File: config.mk
export PLATFORM = sky130hd
export DESIGN_NAME = lkv_cell
export DESIGN_NICKNAME = d
export VERILOG_FILES = /design/src/hdl/lkv_pkg.sv /design/src/hdl/lkv_cell.sv
export SDC_FILE = /design/constraint.sdc
export NUM_CORES = 1
export LEC_CHECK = 0
export BUFFER_PORTS_ARGS = -buffer_cell sky130_fd_sc_hd__clkbuf_2
export CORE_MARGIN = 2
export CORE_UTILIZATION = 37
export CTS_CLUSTER_DIAMETER = 30
export DETAILED_ROUTE_END_ITERATION = 10
export GPL_ROUTABILITY_DRIVEN = 0
export PLACE_DENSITY = 0.81
export SLEW_MARGIN = 10
export SYNTH_ARGS = -nofsm -noshare
export SYNTH_HDL_FRONTEND = slang
export SYNTH_SLANG_ARGS = --single-unit
File: constraint.sdc
create_clock -name clk -period 2.5 [get_ports clk]
set_input_delay 0.125 -clock clk [delete_from_list [all_inputs] [get_ports clk]]
set_output_delay 0.125 -clock clk [all_outputs]
set_load 0.03 [all_outputs]
File: src/hdl/lkv_pkg.sv
package lkv_pkg;

    // Field widths
    localparam int REQ_W     = 3;
    localparam int KEY_W     = 32;
    localparam int VALUE_W   = 32;
    localparam int STATUS_W  = 2;
    localparam int TOTAL_W   = 11;

    // Default table size
    localparam int LKV_CAPACITY = 1024;

    // Fan-in of one node of the match reduction tree
    localparam int TREE_RADIX = 16;

    // Request kinds; codes five to seven act as a lookup
    typedef enum logic [REQ_W-1:0] {
        REQ_LOOKUP = 3'd0,
        REQ_TOUCH  = 3'd1,
        REQ_ASSIGN = 3'd2,
        REQ_DELETE = 3'd3,
        REQ_CLEAR  = 3'd4
    } lkv_req_t;

    // Result status codes
    typedef enum logic [STATUS_W-1:0] {
        STATUS_OK      = 2'd0,
        STATUS_MISSING = 2'd1,
        STATUS_FULL    = 2'd2
    } lkv_status_t;

    // Commands broadcast to every cell of the row
    typedef struct packed {
        logic compare;    // register the key match of this cell
        logic write_hit;  // matching cell takes the write value
        logic insert;     // cell at the fill position takes key and value
        logic shift;      // cells at or past the hit slot take their neighbor
    } lkv_cell_ctrl_t;

    // Registered tree levels needed to reduce n leaves
    function automatic int lkv_tree_levels(input int n);
        int lv;
        int span;
        lv   = 1;
        span = TREE_RADIX;
        while (span < n) begin
            span = span * TREE_RADIX;
            lv   = lv + 1;
        end
        return lv;
    endfunction

    // Start of tree level lvl (1 is next to the leaves) in the flat node array
    function automatic int lkv_level_base(input int lvl, input int levels);
        int base;
        base = 0;
        for (int j = 1; j < lvl; j++) begin
            base = base + TREE_RADIX ** (levels - j);
        end
        return base;
    endfunction

endpackage

File: src/hdl/lkv_cell.sv
module lkv_cell
    import lkv_pkg::*;
#(
    parameter int CELL_IDX = 0,
    parameter int IDX_W    = 10,
    parameter int CNT_W    = 11
)(
    input  logic                      clk,
    input  logic                      rst_n,
    input  lkv_cell_ctrl_t            ctrl,
    input  logic [CNT_W-1:0]          count,
    input  logic [IDX_W-1:0]          slot,
    input  logic [KEY_W-1:0]          req_key,
    input  logic [VALUE_W-1:0]        wr_value,
    input  logic [KEY_W-1:0]          nb_key,
    input  logic [VALUE_W-1:0]        nb_value,
    output logic [KEY_W-1:0]          cell_key,
    output logic [VALUE_W-1:0]        cell_value,
    output logic [IDX_W+VALUE_W:0]    leaf
);

    localparam logic [IDX_W-1:0] MY_IDX = IDX_W'(CELL_IDX);
    localparam logic [CNT_W-1:0] MY_POS = CNT_W'(CELL_IDX);

    logic [KEY_W-1:0]   key_reg;
    logic [VALUE_W-1:0] value_reg;
    logic               match_reg;
    logic               occupied;
    logic               match_next;

    // Entry is live only below the fill count
    assign occupied   = MY_POS < count;
    assign match_next = occupied && (key_reg == req_key);

    always_ff @(posedge clk or negedge rst_n)
    begin
        if (!rst_n)
        begin
            match_reg <= 1'b0;
        end
        else if (ctrl.compare)
        begin
            match_reg <= match_next;
        end
    end

    // Entry storage: update on hit, fill at the end, or close a gap on delete
    always_ff @(posedge clk)
    begin
        if (ctrl.write_hit && match_reg)
        begin
            value_reg <= wr_value;
        end
        else if (ctrl.insert && (MY_POS == count))
        begin
            key_reg   <= req_key;
            value_reg <= wr_value;
        end
        else if (ctrl.shift && (MY_IDX >= slot))
        begin
            key_reg   <= nb_key;
            value_reg <= nb_value;
        end
    end

    assign cell_key   = key_reg;
    assign cell_value = value_reg;

    // Leaf of the reduction tree: zero unless this cell holds the key
    assign leaf = match_reg ? {1'b1, MY_IDX, value_reg} : '0;

endmodule

==> results of run 1 <==
## final timing paths
kind | startpoint | endpoint | slack [ns]
setup / recovery | match_reg$_DFFE_PN0P_ | cell_value[12]$_DFFE_PP_ | 0.54
hold / removal | wr_value[5] | cell_value[5]$_DFFE_PP_ | 0.09
setup reg to reg | match_reg$_DFFE_PN0P_ | cell_value[12]$_DFFE_PP_ | 0.54
hold reg to reg | cell_key[31]$_DFFE_PP_ | match_reg$_DFFE_PN0P_ | 0.66
max in group asynchronous | rst_n | match_reg$_DFFE_PN0P_ | 2.29
min in group asynchronous | rst_n | match_reg$_DFFE_PN0P_ | 0.12
## per-layer routing
metal	vias to the layer above	track usage
met3	6	0.03967
met4	0	0.04000
li1	1379	-
met1	1404	0.2177
met5	-	0
met2	116	0.3229
## power by group through the flow
stage	Combinational (uW)	Sequential (uW)	Clock [uW]
global placement	242	1220	0
floorplan	114	1220	0
global route	273	1200	821
finish	251	1200	737
CTS	253	1200	767
detailed placement	250	1220	0
## cell families (layout without fill, tap and decap cells)
family                    Yosys count  in the layout  synth area share
buffers and inverters              21            275           0.03980
and+or+nand+nor                    53             53           0.09637
xor gates and xnor gates           31             31           0.07577
other                               1             10          0.001046
DFF                                65             65            0.5433
AOI/OAI and AO/OA                   5              5           0.01327
muxes                              64             64            0.2304
## cells in the final DEF (no fill, tap or decap), types with 5 or more instances in the layout
cell	netlist	final
clkbuf_2	0	251
edfxtp_1	64	64
mux2_2	35	35
and2_1	32	32
xor2_1	30	30
mux2_4	28	28
conb_1	1	10
clkbuf_8	0	9
nor4_1	7	7
buf_4	11	5
## final cells by class
class	instances	area, sq um	share of cell area
Multi-Input combinational cell	163	1533	0.2992
Clock inverter	5	22.52	0.004397
Sequential cell	65	1947	0.3801
Inverter	1	3.754	0.0007328
Tap cell	129	161.4	0.03151
Clock buffer	11	131.4	0.02565
Timing Repair Buffer	258	1324	0.2584
## stage by stage
| stage | std cells | hold slack, ns |
|---|---|---|
| after detailed placement | 615 | -0.09877 |
| final | 632 | 0.09059 |
| after global placement | 615 | -0.09941 |
| after global routing | 632 | 0.07150 |
| after floorplan | 249 | -0.1706 |
| after CTS | 632 | 0.07245 |
## cell usage after synthesis (all sizes together)
library cell	number	area share
edfxtp	64	0.54
nor4	9	0.019
a22oi	1	0.0021
nor4b	1	0.0024
inv	1	0.0010
buf	17	0.036
nand2b	1	0.0017
o31ai	1	0.0021
nand2	1	0.0010
xor2	30	0.073
dfrtp	1	0.0070
o21ai	1	0.0014
nand3	2	0.0028
conb	1	0.0010
nand3b	1	0.0021
and2	32	0.056
mux2	64	0.23
xnor2	1	0.0024
nand4	3	0.0070
nor3	3	0.0042
a21boi	1	0.0052
a2111oi	1	0.0024
clkbuf	3	0.0031
## timing repair
action / 4_1_cts / 5_1_grt
hold buffers: 1 / 0
setup buffers: 0 / 0
endpoints found under the hold margin: 1 / 0
==> reports/qor.txt, run 1 <==
skew final: 0.009651 ns
synthesized flop and latch total: 65
num ports: 262
Synth Warn #: 0
row cnt: 35
Setup CP Type: register to register
metal3 WL: 480 um
post-place setup slack: 0.4730 ns
fmax: 510.3 MHz
CP Cell Sequence: a21boi_4 -> buf_4 -> mux2_4
drt drc: 0
vias in the first global route: 2845
CP Capture Type: register
Core Footprint: 9328 sq um
clock power share: 0.337
DRT antenna net count: 0
fill count: 823
final setup TNS: 0 ns
Hold Path Stages: 2
RSZ-0062 raised after global routing: false
Post-Syn Instances: 240
post-place instance area: 4959 sq um
post-cts sizing count: 0
metal2 WL: 5466 um
CTS root buf: clkbuf_8
Critical Path Source Type: register
Worst path slowest cell: a21boi_4
Slew Viols, Final: 0
Sw Share: 0.2232
fin crit share: 0.7838
Hold Path Class: input port to register
Worst-Skew Late Latency: 0.33 ns
wirelength, routed: 10080 um
global-route wire length before repair: 14090 um
Tightest Pin Transition: 0.7290 ns
clock buffer depth: 2
Synth-to-Final Area Change: 42.95%
outcome: complete, no violations
critical path required time: 2.57 ns
Worst Reg-to-Reg Cells: 3
die area: 10490 sq um
n_diodes: 0
H-tree levels: 3
CP delay by family, top: compound AO/OA/AOI/OAI gates
Crit Path Max Fanout: 18
stages on the worst setup path: 3
TritonCTS clock tree: built
Period minus WS final: 1.960 ns
die height: 102.4 um
M1 WL: 4055 um
Comb power frac: 0.115
Nets: 653
Final Hold Viols: 0
Core Util, Final: 0.5492
WL per Instance: 15.95 um
CP peak stage delay: 0.60 ns
total power: 2185 uW
Switch Pwr: 487.6 uW
arrival time at the worst endpoint: 2.03 ns
Seq pwr share: 0.548
port bufs: 251
final instance area: 5122 sq um
Initial Utilization: 0.3842
detailed placer's ending HPWL: 8187 um
Seq/Total Area, Yosys: 0.5433
syn_area_per_cell: 14.93 sq um
Final WS setup: 0.5405 ns
Yosys cell types: 29
sum of buffers and inverters on the critical path: 1
Via Count: 2905
CTS sink count: 65
largest net degree at the start of global routing: 36
worst vdd ir: 0.0002527 V
DIE WIDTH: 102.4 um
DR pass1 iterations: 6
Cell Area, Synth: 3583 sq um
GRT overflow: 0
total of max-cap violations: 0
DR top layer: met4
Int Pwr: 1697 uW
drt via density: 4.597
CTS buffer count: 9
clock-pin transition on the worst setup and hold timing paths: 0.07 ns
Total GRT Usage: 0.1786
layout cells sized above 1: 0.6700
Lkg Pwr: 0.002511 uW
Cell Pwr Density: 426.5 nW/um^2
initial DRC count: 52
number of antenna violations at the first check in global routing: 0
Setup violations, final: 0
relative slew slack: 0.5128
(Power assumes the default switching activity.)
==> run 2: changes to the inputs <==
==> constraint.sdc (replaced) <==
create_clock -name clk -period 1.7 [get_ports clk]
set_input_delay 0.085 -clock clk [delete_from_list [all_inputs] [get_ports clk]]
set_output_delay 0.085 -clock clk [all_outputs]
set_load 0.03 [all_outputs]
==> run 2 against run 1 <==
Net effect: count of clock-buffer cells in the layout up 1; via count down 0.55%; combinational power up 47%; flip-flop and latch count unchanged; critical path depth unchanged; register-to-register slack worse by 0.42 ns; first-iteration DRC count up 42%; sequential share of layout area down 0.62 points; non-clock buffer count up 4; clock power up 51%; critical path type unchanged; largest power group unchanged.
==> reports/qor.txt, run 2 (synthesis results as in run 1) <==
num ports: 262 (unchanged)
drt drc: 0 (unchanged)
worst vdd ir: 0.0003232 V (+28%)
DR pass1 iterations: 4 (-2)
Core Util, Final: 0.5583 (+0.009121)
most frequent cells in the layout: 251 x clkbuf_2, 64 x edfxtp_1, 35 x mux2_2
R2R Setup Slk: 0.12 ns (-0.42 ns)
Sw Share: 0.2262 (+0.002996)
outcome: complete, no violations
Inst Count DP: 619 (+0.65%)
arrival time at the worst endpoint: 1.66 ns (-0.37 ns)
fmax: 633.4 MHz (+24%)
number of post-CTS setup repair buffers: 0 (unchanged)
Cell Pwr Density: 621.7 nW/um^2 (+46%)
fill count: 812 (-1.3%)
Switch Pwr: 732.3 uW (+50%)
Worst Reg-to-Reg Cells: 3 (unchanged)
CP Capture Type: register
Worst-Skew Late Latency: 0.33 ns (about the same)
number of antenna violations at the first check in global routing: 0 (unchanged)
Setup CP Type: register to register
post-place setup slack: 0.03537 ns (-0.4376 ns)
Slew Viols, Final: 0 (unchanged)
CTS root buf: clkbuf_8
clock buffer depth: 2 (unchanged)
final instance area: 5207 sq um (+1.7%)
fin crit share: 0.9287 (+0.1449)
TritonCTS clock tree: built
clock-pin transition on the worst setup and hold timing paths: 0.07 ns (about the same)
largest net degree at the start of global routing: 35 (-2.8%)
CP endpoint: cell_value[1]$_DFFE_PP_
total of max-cap violations: 0 (unchanged)
Final Hold Viols: 0 (unchanged)
Setup violations, final: 0 (unchanged)
die area: 10490 sq um (unchanged)
most common cell after layout, fill and taps aside: clkbuf_2
Period minus WS final: 1.579 ns (-0.3807 ns)
detailed placer's ending HPWL: 7947 um (-2.9%)
layout cells sized above 1: 0.6765 (+0.006548)
Final Non-Filler Cells: 636 (+0.63%)
Seq pwr share: 0.544 (-0.004)
CTS buffer count: 9 (unchanged)
port bufs: 251 (unchanged)
Lkg Pwr: 0.002542 uW (+1.2%)
vias in the first global route: 2943 (+3.4%)
post-place instance area: 5039 sq um (+1.6%)
clock power share: 0.342 (+0.005)
global-route wire length before repair: 13970 um (-0.83%)
CP startpoint: match_reg$_DFFE_PN0P_
Core Footprint: 9328 sq um (unchanged)
Hold Path Class: input port to register
wirelength, routed: 9747 um (-3.3%)
Crit Reg-Reg Startpoint: match_reg$_DFFE_PN0P_
H-tree levels: 3 (unchanged)
Nets: 657 (+0.61%)
GRT overflow: 0 (unchanged)
drt via density: 4.542 (-1.2%)
Via Count: 2889 (-0.55%)
RSZ-0062 raised after global routing: false
row cnt: 35 (unchanged)
die height: 102.4 um (unchanged)
Final WS setup: 0.1211 ns (-0.4193 ns)
CTS sink count: 65 (unchanged)
Total GRT Usage: 0.1770 (-0.001570)
hold slack: 0.03412 ns (-0.05647 ns)
critical path required time: 1.78 ns (-0.79 ns)
Synth-to-Final Area Change: 45.32%
Comb power frac: 0.114 (about the same)
Int Pwr: 2505 uW (+48%)
Crit Path Max Fanout: 24 (+6)
FF-to-FF End: cell_value[1]$_DFFE_PP_
DIE WIDTH: 102.4 um (unchanged)
Critical Path Source Type: register
WL per Instance: 15.33 um (-3.9%)
DRT antenna net count: 0 (unchanged)
n_diodes: 0 (unchanged)
skew final: 0.01159 ns (+0.001943 ns)
initial DRC count: 74 (+42%)
Initial Utilization: 0.3842 (unchanged)
-- run 2: final cells by class --
class / count / area (sq um) / share of cell area
multi-input combinational: 163 / 1558 / 0.2991
clock inverter: 4 / 20.02 / 0.003844
tap: 129 / 161.4 / 0.03099
timing repair buffer: 262 / 1383 / 0.2655
clock buffer: 12 / 135.1 / 0.02595
sequential: 65 / 1947 / 0.3739
inverter: 1 / 3.754 / 0.0007208
-- run 2: stage by stage --
stage / TNS (ns) / total power [uW]
detailed placement: 0 / 2165
global route: 0 / 3363
CTS: 0 / 3280
finish: 0 / 3237
global placement: 0 / 2154
floorplan: -14.61 / 1967
-- run 2: layer usage --
| metal | up-vias | track usage | share of wire |
|---|---|---|---|
| met3 | 14 | 0.03420 | 0.050 |
| li1 | 1387 | - | - |
| met2 | 120 | 0.3158 | 0.54 |
| met1 | 1368 | 0.2136 | 0.39 |
| met4 | 0 | 0.06154 | 0.017 |
| met5 | - | 0 | 0 |
-- run 2: critical path, stage by stage, from the launching register on --
cell      delay (ns)
dfrtp_1         0.46
a21boi_4        0.26
buf_12          0.24
mux2_2          0.35
-- run 2: power groups by stage --
stage	sequential, uW	combinational, uW	clock [uW]
detailed placement	1800	369	0
finish	1760	369	1110
CTS	1760	373	1150
floorplan	1800	169	0
global route	1760	402	1200
global placement	1800	359	0
-- run 2: how the worst min path moves through the flow --
stage	from	endpoint	slack [ns]	cells after the start
after detailed placement	rst_n	match_reg$_DFFE_PN0P_	-0.14	1
after floorplan	rst_n	match_reg$_DFFE_PN0P_	-0.21	0
after global routing	nb_value[22]	cell_value[22]$_DFFE_PP_	0.04	2
after global placement	rst_n	match_reg$_DFFE_PN0P_	-0.14	1
final	wr_value[29]	cell_value[29]$_DFFE_PP_	0.03	2
after CTS	wr_value[29]	cell_value[29]$_DFFE_PP_	0.02	2
-- run 2: repair_timing --
item | in CTS | in global routing
resized for setup | 0 | 1
hold buffers | 1 | 0
hold endpoints to repair | 1 | 0
endpoints found under the setup margin | 0 | 7
